[src/hdl/dett_pkg.sv]
// shared types, codes and widths for the deferred event timer table
package dett_pkg;

   localparam int SOUND_W = 16;
   localparam int TIME_W = 24;
   localparam int CMD_W = 2;
   localparam int SLOT_W = 4;
   localparam int SLOT_COUNT_DEFAULT = 16;

   localparam logic [CMD_W-1:0] CMD_INSERT = 2'd0;
   localparam logic [CMD_W-1:0] CMD_TICK = 2'd1;
   localparam logic [CMD_W-1:0] CMD_CANCEL = 2'd2;

   typedef struct packed {
      logic [CMD_W-1:0] cmd;
      logic [SOUND_W-1:0] sound_id;
      logic [TIME_W-1:0] delay_time;
      logic [TIME_W-1:0] time_step;
   } req_word_type;

   typedef struct packed {
      logic [SOUND_W-1:0] fired_id;
      logic [SLOT_W-1:0] fired_slot;
      logic last;
   } rsp_word_type;

   // broadcast from the controller to every cell
   typedef struct packed {
      logic op_insert;
      logic op_cancel;
      logic op_tick;
      logic pop;
      logic [SOUND_W-1:0] sound_id;
      logic [TIME_W-1:0] delay_time;
      logic [TIME_W-1:0] time_step;
   } cell_ctrl_type;

   // rippled from cell to cell, low index first
   typedef struct packed {
      logic taken;
      logic found;
      logic more;
      logic [SOUND_W-1:0] fired_id;
      logic [SLOT_W-1:0] fired_slot;
   } chain_link_type;

endpackage

[src/hdl/deferred_event_timer_table_top.sv]
// top level of the deferred event timer table: cell row and drain control
//
// usage
// - req channel: one word per command (insert, tick, cancel); accepted when
//   req_valid is high and req_stall is low
// - rsp channel: one word per expired event, lowest slot first, last set on
//   the final word of a tick; taken when rsp_valid is high and rsp_stall low
// - insert and cancel finish at the accepting edge; the next word can be
//   taken in the following cycle, so they run at one word per cycle
// - a tick updates every slot at the accepting edge, then drains the
//   expired slots one per cycle, while the output register is free,
//   serially through the single rsp output register
// - req_stall is high while a tick drains; a held rsp_stall holds the
//   output word and pauses the drain without losing anything
// - synchronous reset empties the table at once and drops any word in
//   the output register
// - the lowest expired slot is picked in the cycle after the tick is
//   accepted and loaded once the output register is free, raising rsp_valid
module deferred_event_timer_table_top
   import dett_pkg::*;
#(
   parameter int SLOT_COUNT = SLOT_COUNT_DEFAULT
) (
   input logic clock,
   input logic reset,
   input logic req_valid,
   output logic req_stall,
   input req_word_type req_word,
   output logic rsp_valid,
   input logic rsp_stall,
   output rsp_word_type rsp_word
);

   typedef enum logic {
      ST_IDLE,
      ST_DRAIN
   } state_type;

   state_type state_ff, state_in;
   logic rsp_valid_ff, rsp_valid_in;
   rsp_word_type rsp_word_ff, rsp_word_in;

   logic req_accept;
   logic rsp_free;
   logic rsp_load;
   cell_ctrl_type ctrl;
   chain_link_type link [SLOT_COUNT+1];

   assign req_stall = (state_ff != ST_IDLE);
   assign req_accept = req_valid && !req_stall;
   // output register can take a word if empty or emptied this cycle
   assign rsp_free = !rsp_valid_ff || !rsp_stall;
   // drain the lowest expired slot whenever the output register is free
   assign rsp_load = (state_ff == ST_DRAIN) && link[SLOT_COUNT].found && rsp_free;

   always_comb begin
      ctrl.op_insert = req_accept && (req_word.cmd == CMD_INSERT);
      ctrl.op_cancel = req_accept && (req_word.cmd == CMD_CANCEL);
      ctrl.op_tick = req_accept && (req_word.cmd == CMD_TICK);
      ctrl.pop = rsp_load;
      ctrl.sound_id = req_word.sound_id;
      ctrl.delay_time = req_word.delay_time;
      ctrl.time_step = req_word.time_step;
   end

   // head of the chain: nothing taken or found above slot 0
   assign link[0] = '0;

   for (genvar i = 0; i < SLOT_COUNT; i++) begin : g_cell
      dett_cell #(
         .CELL_INDEX(i)
      ) u_cell (
         .clock(clock),
         .reset(reset),
         .ctrl(ctrl),
         .link_in(link[i]),
         .link_out(link[i+1])
      );
   end

   always_comb begin
      state_in = state_ff;
      rsp_valid_in = rsp_valid_ff && rsp_stall;
      rsp_word_in = rsp_word_ff;
      case (state_ff)
         ST_IDLE: begin
            if (ctrl.op_tick) begin
               state_in = ST_DRAIN;
            end
         end
         ST_DRAIN: begin
            if (!link[SLOT_COUNT].found) begin
               state_in = ST_IDLE;
            end else if (rsp_load) begin
               rsp_valid_in = 1'b1;
               rsp_word_in.fired_id = link[SLOT_COUNT].fired_id;
               rsp_word_in.fired_slot = link[SLOT_COUNT].fired_slot;
               rsp_word_in.last = !link[SLOT_COUNT].more;
            end
         end
         default: begin
            state_in = ST_IDLE;
         end
      endcase
   end

   always_ff @(posedge clock) begin
      if (reset) begin
         state_ff <= ST_IDLE;
         rsp_valid_ff <= 1'b0;
      end else begin
         state_ff <= state_in;
         rsp_valid_ff <= rsp_valid_in;
      end
      rsp_word_ff <= rsp_word_in;
   end

   assign rsp_valid = rsp_valid_ff;
   assign rsp_word = rsp_word_ff;

   // no expired slot may wait while new commands are taken
   a_idle_no_expired: assert property (@(posedge clock) disable iff (reset)
      (state_ff == ST_IDLE) |-> !link[SLOT_COUNT].found)
      else $error("expired slot pending while idle");

   // the word marked last leaves no expired slot behind
   a_last_drains_all: assert property (@(posedge clock) disable iff (reset)
      (rsp_load && !link[SLOT_COUNT].more) |=> !link[SLOT_COUNT].found)
      else $error("expired slot left after last word");

   // drain only ever starts from an accepted tick
   a_drain_from_tick: assert property (@(posedge clock) disable iff (reset)
      $rose(state_ff == ST_DRAIN) |-> $past(ctrl.op_tick))
      else $error("drain entered without a tick");

   // a word marked not last is followed by another expired slot
   a_more_follows: assert property (@(posedge clock) disable iff (reset)
      (rsp_load && link[SLOT_COUNT].more) |=> link[SLOT_COUNT].found)
      else $error("word not marked last but nothing follows");

endmodule

[src/hdl/dett_cell.sv]
// one slot of the timer table with its link to the next slot
module dett_cell
   import dett_pkg::*;
#(
   parameter int CELL_INDEX = 0
) (
   input logic clock,
   input logic reset,
   input cell_ctrl_type ctrl,
   input chain_link_type link_in,
   output chain_link_type link_out
);

   localparam logic [SLOT_W-1:0] CELL_SLOT = SLOT_W'(CELL_INDEX);

   logic valid_ff, valid_in;
   logic expired_ff, expired_in;
   logic [SOUND_W-1:0] sound_ff, sound_in;
   logic [TIME_W-1:0] remaining_ff, remaining_in;
   logic take;
   logic hit;
   logic timeout;

   always_comb begin
      take = ctrl.op_insert && !valid_ff && !link_in.taken;
      hit = valid_ff && (sound_ff == ctrl.sound_id);
      timeout = remaining_ff <= ctrl.time_step;

      valid_in = valid_ff;
      expired_in = expired_ff;
      sound_in = sound_ff;
      remaining_in = remaining_ff;

      if (take) begin
         valid_in = 1'b1;
         sound_in = ctrl.sound_id;
         remaining_in = ctrl.delay_time;
      end
      if (ctrl.op_cancel && hit) begin
         valid_in = 1'b0;
      end
      if (ctrl.op_tick && valid_ff) begin
         // saturating subtract, a slot at zero leaves the table
         remaining_in = timeout ? '0 : remaining_ff - ctrl.time_step;
         if (timeout) begin
            valid_in = 1'b0;
            expired_in = 1'b1;
         end
      end
      if (ctrl.pop && expired_ff && !link_in.found) begin
         expired_in = 1'b0;
      end
   end

   always_comb begin
      link_out.taken = link_in.taken || !valid_ff;
      link_out.found = link_in.found || expired_ff;
      link_out.more = link_in.more || (link_in.found && expired_ff);
      if (link_in.found) begin
         link_out.fired_id = link_in.fired_id;
         link_out.fired_slot = link_in.fired_slot;
      end else if (expired_ff) begin
         link_out.fired_id = sound_ff;
         link_out.fired_slot = CELL_SLOT;
      end else begin
         link_out.fired_id = '0;
         link_out.fired_slot = '0;
      end
   end

   always_ff @(posedge clock) begin
      if (reset) begin
         valid_ff <= 1'b0;
         expired_ff <= 1'b0;
      end else begin
         valid_ff <= valid_in;
         expired_ff <= expired_in;
      end
      sound_ff <= sound_in;
      remaining_ff <= remaining_in;
   end

endmodule
[config.mk]
export PLATFORM = sky130hd
export DESIGN_NAME = deferred_event_timer_table_top
export DESIGN_NICKNAME = d
export VERILOG_FILES = /design/src/hdl/dett_pkg.sv /design/src/hdl/deferred_event_timer_table_top.sv /design/src/hdl/dett_cell.sv
export SDC_FILE = /design/constraint.sdc
export NUM_CORES = 2
export LEC_CHECK = 0
export ABC_CLOCK_PERIOD_IN_PS = 5050
export BUFFER_PORTS_ARGS = -buffer_cell sky130_fd_sc_hd__buf_2
export CAP_MARGIN = 25
export CORE_AREA = 2 2 277 279
export DETAILED_ROUTE_END_ITERATION = 10
export DIE_AREA = 0 0 279 281
export GPL_ROUTABILITY_DRIVEN = 1
export HOLD_SLACK_MARGIN = 0.08
export PLACE_DENSITY_LB_ADDON = 0.25
export SETUP_SLACK_MARGIN = 0.3
export SKIP_CTS_REPAIR_TIMING = 1
export SYNTH_ARGS = -nofsm -noshare
export SYNTH_HDL_FRONTEND = slang
export SYNTH_SLANG_ARGS = --single-unit
[constraint.sdc]
create_clock -name clock -period 5.05 [get_ports clock]
set_input_delay 0.505 -clock clock [delete_from_list [all_inputs] [get_ports clock]]
set_output_delay 0.505 -clock clock [all_outputs]
set_load 0.02 [all_outputs]
## Yosys cells after proc, flatten, opt, wreduce, memory -nomap -nowiden

Index checks and enable logic that the tools add are counted.

| operators by class | value |
|---|---|
| bitwise gates (word level) | 1 |
| eq/ne operators | 18 |
| reductions and logical operators | 275 |
| add/subtract/negate cells | 16 |
| $lt $le $gt $ge | 16 |
| mux-type cells | 148 |

Operator list:

| operator | number |
|---|---|
| 2-to-1 mux 24 bit | 48 |
| 2-to-1 mux 20 bit | 30 |
| <= comparator 24 bit | 16 |
| subtractor 24 bit | 16 |
| == test 16 bit | 16 |
| logical AND 1 bit | 132 |
| 2-to-1 mux 1 bit | 69 |
| logical NOT 1 bit | 49 |
| logical OR 1 bit | 44 |
| AND reduction 2 bit | 16 |
| nonzero test 2 bit | 16 |
| OR reduction 2 bit | 16 |
| AND reduction 3 bit | 1 |
| == test 2 x 1 -> 1 bit, second input constant | 1 |
| == test 2 bit, second input constant | 1 |
| logical NOT 2 bit | 1 |
| case mux 1 bit (2 select lines) | 1 |
| NOT 1 bit | 1 |

| word-level totals | value |
|---|---|
| output and inout bits | 23 |
| register bits after elaboration | 695 |
| logic and storage cells | 543 |

## Logic depth before layout (Yosys ltp)

| depth | value |
|---|---|
| depth after elaboration | 21 |
| depth in mapped cells | 14 |

## Hierarchy

Synthesis repeated with hierarchy kept, for this count alone.

| second synthesis, totals | value |
|---|---|
| cell total of the unflattened synthesis | 5789 |
| area total of the unflattened synthesis | 55067.8 sq um |

Modules (own cells, without submodules):

| module | sequential area each (sq um) | area an instance (sq um) | cells each | times used |
|---|---|---|---|---|
| dett_cell at g_cell[3].u_cell ... | 1241.2 | 3333.2 | 354 | 4 |
| dett_cell at g_cell[1].u_cell ... | 1241.2 | 3527.1 | 389 | 3 |
| dett_cell at g_cell[10].u_cell ... | 1241.2 | 3398.3 | 343 | 3 |
| dett_cell at g_cell[14].u_cell ... | 1241.2 | 3334.4 | 354 | 2 |
| dett_cell at g_cell[8].u_cell | 1241.2 | 3525.9 | 389 | 1 |
| dett_cell at g_cell[0].u_cell | 1241.2 | 3395.8 | 343 | 1 |
| dett_cell at g_cell[15].u_cell | 1241.2 | 3335.7 | 354 | 1 |
| dett_cell at g_cell[13].u_cell | 1241.2 | 3290.7 | 348 | 1 |
| deferred_event_timer_table_top | 670.6 | 742.0 | 35 | 1 |

## Worst setup path after synthesis

OpenSTA, ideal clock, no wires.

| timing | value |
|---|---|
| kind | input to register |
| from | input port req_word[65] (netlist bit) |
| to | register g_cell[15].u_cell.remaining_ff[0] (enable) |
| setup slack | 0.531 ns |
| setup time | 0.438 ns |
| data arrival time | 4.080 ns |
| cell stages on the path | 9 |
| path buffers | 0 |
| required time | 4.612 ns |
| cell sequence | nor4b_1 nand4_1 nor2_1 and3_1 nand4_1 nor2_1 and2_1 nand2_1 o21ai_0 |

| on the way | value |
|---|---|
| cells in the longest elaborated chain, start to end | 5 |
| elaborated cells on any way between the ends | 8 |
| those cells by class | eq/ne: 1; reduce/logical: 7 |

Ends and longest elaborated chain:

| item | RTL line | text |
|---|---|---|
| from (decl) | deferred_event_timer_table_top.sv:28 | `input req_word_type req_word,` |
| logical NOT 2 bit | deferred_event_timer_table_top.sv:57 | `ctrl.op_insert = req_accept && (req_word.cmd == CMD_INSERT);` |
| logical AND 1 bit | deferred_event_timer_table_top.sv:57 |  |
| logical AND 1 bit (2 in series) | dett_cell.sv:25 | `take = ctrl.op_insert && !valid_ff && !link_in.taken;` |
| nonzero test 2 bit (no line) * | - |  |
| to (signal assigned) | dett_cell.sv:80 | `remaining_ff <= remaining_in;` |
| to (decl) | dett_cell.sv:19 | `logic [TIME_W-1:0] remaining_ff, remaining_in;` |

Mark *: on every way between the ends. The rest lies on a longest branch, timed or not.
A chain may end at the register's enable or synchronous reset.

## Worst setup path in the final report

| timing | value |
|---|---|
| from | register g_cell[1].u_cell.expired_ff |
| to | register g_cell[11].u_cell.expired_ff |

| on the way | value |
|---|---|
| cells in the longest elaborated chain, start to end | 20 |
| elaborated cells on any way between the ends | 21 |
| those cells by class | reduce/logical: 21 |

Ends and longest elaborated chain:

| item | RTL line | text |
|---|---|---|
| from (decl) | dett_cell.sv:17 | `logic expired_ff, expired_in;` |
| from (signal assigned) | dett_cell.sv:77 | `expired_ff <= expired_in;` |
| logical OR 1 bit * (10 in series) | dett_cell.sv:57 | `link_out.found = link_in.found \|\| expired_ff;` |
| logical OR 1 bit (5 in series) | dett_cell.sv:57 |  |
| logical AND 1 bit (2 in series) | deferred_event_timer_table_top.sv:54 | `assign rsp_load = (state_ff == ST_DRAIN) && link[SLOT_COUNT].found && rsp_free;` |
| logical AND 1 bit | dett_cell.sv:50 | `if (ctrl.pop && expired_ff && !link_in.found) begin` |
| logical AND 1 bit * | dett_cell.sv:50 |  |
| OR reduction 2 bit (no line) * | - |  |
| to (signal assigned) | dett_cell.sv:77 |  |
| to (decl) | dett_cell.sv:17 |  |

Marked as above.

==> impl_results.md <==
- Outcome: completed
- Switching share of power: 26.8%
- Synthesized net count: 5,265
- Simple-gate share of the synthesized area: 12.6%
- WHS Endpoint: rsp_valid$_SDFF_PP0_
- P_sw: 3850 uW
- Iter 0 DRT Violations: 4,737
- Area leader, netlist: edfxtp_1
- Largest family of logic cells by synthesized area: compound AO/OA/AOI/OAI gates
- Asr flop ratio synth: 0%
- Clk_skew: 0.0511 ns
- Chip width: 279 um
- Vias in the first global route: 37.7k
- Peak Freq: 248 MHz
- CP endpoint kind: flip-flop
- XOR/XNOR Fraction of Synth Area: 10.5%
- Via density: 6.83
- RSZ-0062 raised after global routing: false
- Synthesized area per cell: 10.1 um^2
- CTS tree: done
- Most used DFF post-synth: edfxtp_1
- EDFF count, synth: 661
- Total detailed-routing wirelength: 151 mm
- Clock power share: 41.5%
- Startpoint types: flip-flop
- Final Hold Vio Count: 0
- Critical path class: flip-flop to flip-flop
- NumNets Final: 5,342
- Hold crit path type: input pin to flip-flop
- Commonest non-fill, non-tap cells in the layout: edfxtp_1 (661), nand2_1 (519), ha_1 (384), xnor2_1 (353), a21oi_1 (252)
- Arrival time at the worst endpoint: 4.59 ns
- Initial Util: 64.3%
- PD cells: 270 mW/mm^2
- Largest cells by area after synthesis: edfxtp_1 (41%), ha_1 (9.9%), xnor2_1 (6.4%), xor2_1 (4.1%), nand2_1 (4.0%)
- Gpl congestion: 0.958
- HP Start: rsp_stall
- Antenna Nets Post-Route: 0
- DRC Markers: 0
- Die ar.: 0.0784 mm^2
- Register area share after synthesis: 42.3%
- Core area: 0.0754 mm^2
- Largest net degree at the start of global routing: 47
- Final HPWL DP: 100 mm
- Synth Area in Compound Gates: 21.0%
- Layout cell share with drive strength beyond 1: 8.09%
- DR vias: 40.4k
- Count of input and output buffers: 92
- Wire per inst: 25.5 um
- Worst slew margin relative to its limit: 29.5%
- Mapped Area: 0.0485 mm^2
- Internal cell power: 10,500 uW
- Level count of the clock H-tree: 3
- Multiplexer share of the synthesized area: 0.106%
- Cells on Worst Hold Path: 3
- Die height: 281 um
- Reg2Reg Launch Point: g_cell[1].u_cell.expired_ff$_SDFFE_PP0P_
- Commonest non-fill, non-tap cell in the layout: edfxtp_1
- Library cells used by synthesis: 88
- Worst setup path startpoint: g_cell[1].u_cell.expired_ff$_SDFFE_PP0P_
- GR Util All Layers: 37.6%
- Max Transition Viols Final: 0
- Clk_lat worst skew: 0.68 ns
- Logic pwr share: 14.5%
- Worst path required time: 5.62 ns
- Cells after Synth: 4,795
- Layout area overhead: 9.70%
- Register-to-Register Path Depth: 9
- Row cnt: 101
- Remaining global-route overflow: 0
- DR pass1 iterations: 6
- Critical-path maximum fanout: 36
- PnR worst setup slack: 1.02 ns
- Clock Sink Count: 695
- Yosys top cell area share: 40.9%
- Synth Area in Adders: 10.6%
- R2r setup slk: 1.02 ns
- LEAKAGE: 0.0205 uW
- WHS: 0.289 ns
- Pre-CTS WS: 0.687 ns
- Clock root cell: clkbuf_16
- Initial antenna violation count: 5
- Least-Margin Pin Slew: 1.06 ns
- Fin crit period: 4.03 ns
- MaxCap Viol Count: 0
- #FFs+latches synth: 695
- Flop pwr share: 44.0%
- Fin crit share: 79.7%
- Worst-path clk slew: 0.06 ns
- Reg-to-reg endpoint: g_cell[11].u_cell.expired_ff$_SDFFE_PP0P_
- Synth warnings: 0
- Global-route wire length before repair: 225 mm
- Peak VDD IR: 0.388 mV
- Final setup vio count: 0
- Deepest clock path buffer count: 3
- Num ports: 93
- Setup TNS: 0 ns
- TritonCTS Buffers: 80
layer usage:
layer / global-route usage, % / wire length, um / share of wire [%] / up-vias
met4: 21.9 / 10500 / 7.0 / 6
met1: 48.8 / 57200 / 38 / 19100
met3: 7.31 / 16100 / 11 / 527
met2: 59.1 / 67000 / 44 / 2342
met5: 0 / 31 / 0.021 / -
li1: - / - / - / 18400
flip-flops by register name, indices dropped and copies added (netlist names):
signal                      count
req_stall                       1
g_cell.u_cell.remaining_ff    384
g_cell.u_cell.expired_ff       16
g_cell.u_cell.sound_ff        256
rsp_valid                       1
g_cell.u_cell.valid_ff         16
rsp_word                       21
power groups by stage:
stage / logic [uW] / registers (uW) / clock network [uW]
finish: 2080 / 6330 / 5980
global route: 2230 / 6330 / 6200
CTS: 2030 / 6330 / 6000
detailed placement: 2000 / 6450 / 0
global placement: 1970 / 6450 / 0
floorplan: 1400 / 6440 / 0
worst max-delay path: stages, from the launching register on:
cell	delay [ns]
dfxtp_1	0.64
or3_4	0.63
or4_4	0.48
or4_4	0.48
nand3b_4	0.25
nor4_2	0.20
nand2b_1	0.21
nand3_1	0.24
inv_2	0.35
a221oi_1	0.39
layout make-up:
type                            instances  area, um^2
Multi-Input combinational cell       3720       26700
Fill cell                            5523       22200
Sequential cell                       695       20500
Clock buffer                          107        2150
Timing Repair Buffer                  226        1550
Tap cell                              978        1220
Inverter                              149         559
Clock inverter                         35         528
Antenna cell                            1        2.50
worst max-delay path by stage:
stage | endpoint | cells past startpoint
after floorplan | g_cell[15].u_cell.remaining_ff[0]$_DFFE_PP_ | 9
after detailed placement | g_cell[7].u_cell.remaining_ff[23]$_DFFE_PP_ | 13
after CTS | g_cell[14].u_cell.expired_ff$_SDFFE_PP0P_ | 9
final | g_cell[11].u_cell.expired_ff$_SDFFE_PP0P_ | 9
after global placement | g_cell[2].u_cell.expired_ff$_SDFFE_PP0P_ | 13
after global routing | g_cell[11].u_cell.expired_ff$_SDFFE_PP0P_ | 14
synth_stat cells (all sizes together), types with 17 or more instances:
library cell    n
edfxtp        661
nand2         519
ha            384
xnor2         353
a21oi         252
o31ai         243
nor2          231
xor2          226
o21ai         218
clkbuf        185
inv           148
a21o          139
a22o          108
nand4         101
nor3           88
nand3          85
a221o          49
nand2b         48
a22oi          47
o21a           47
buf            46
o21bai         46
a31oi          43
a211oi         42
nor4           39
a221oi         35
o41ai          35
dfxtp          34
nor2b          33
and2           32
and3           31
o211ai         26
or3            20
or2            17
through the flow:
| stage | total power (uW) | cells | cell area, um^2 | util [%] |
|---|---|---|---|---|
| floorplan | 7840 | 4795 | 48500 | - |
| global placement | 8420 | 5764 | 50500 | 66.9 |
| detailed placement | 8450 | 5765 | 50500 | 66.9 |
| CTS | 14300 | 5907 | 53200 | 70.5 |
| global route | 14800 | 5910 | 53200 | 70.6 |
| finish | 14400 | 5911 | 53200 | 70.6 |
cells by family after synthesis:
| logic type | Yosys count |
|---|---|
| muxes | 5 |
| and+or+nand+nor | 1287 |
| adders and majority gates | 401 |
| buffers and inverters | 380 |
| AOI/OAI and AO/OA | 1448 |
| xor gates and xnor gates | 579 |
| DFF | 695 |
Note: power is estimated with default switching activity, not from simulation.
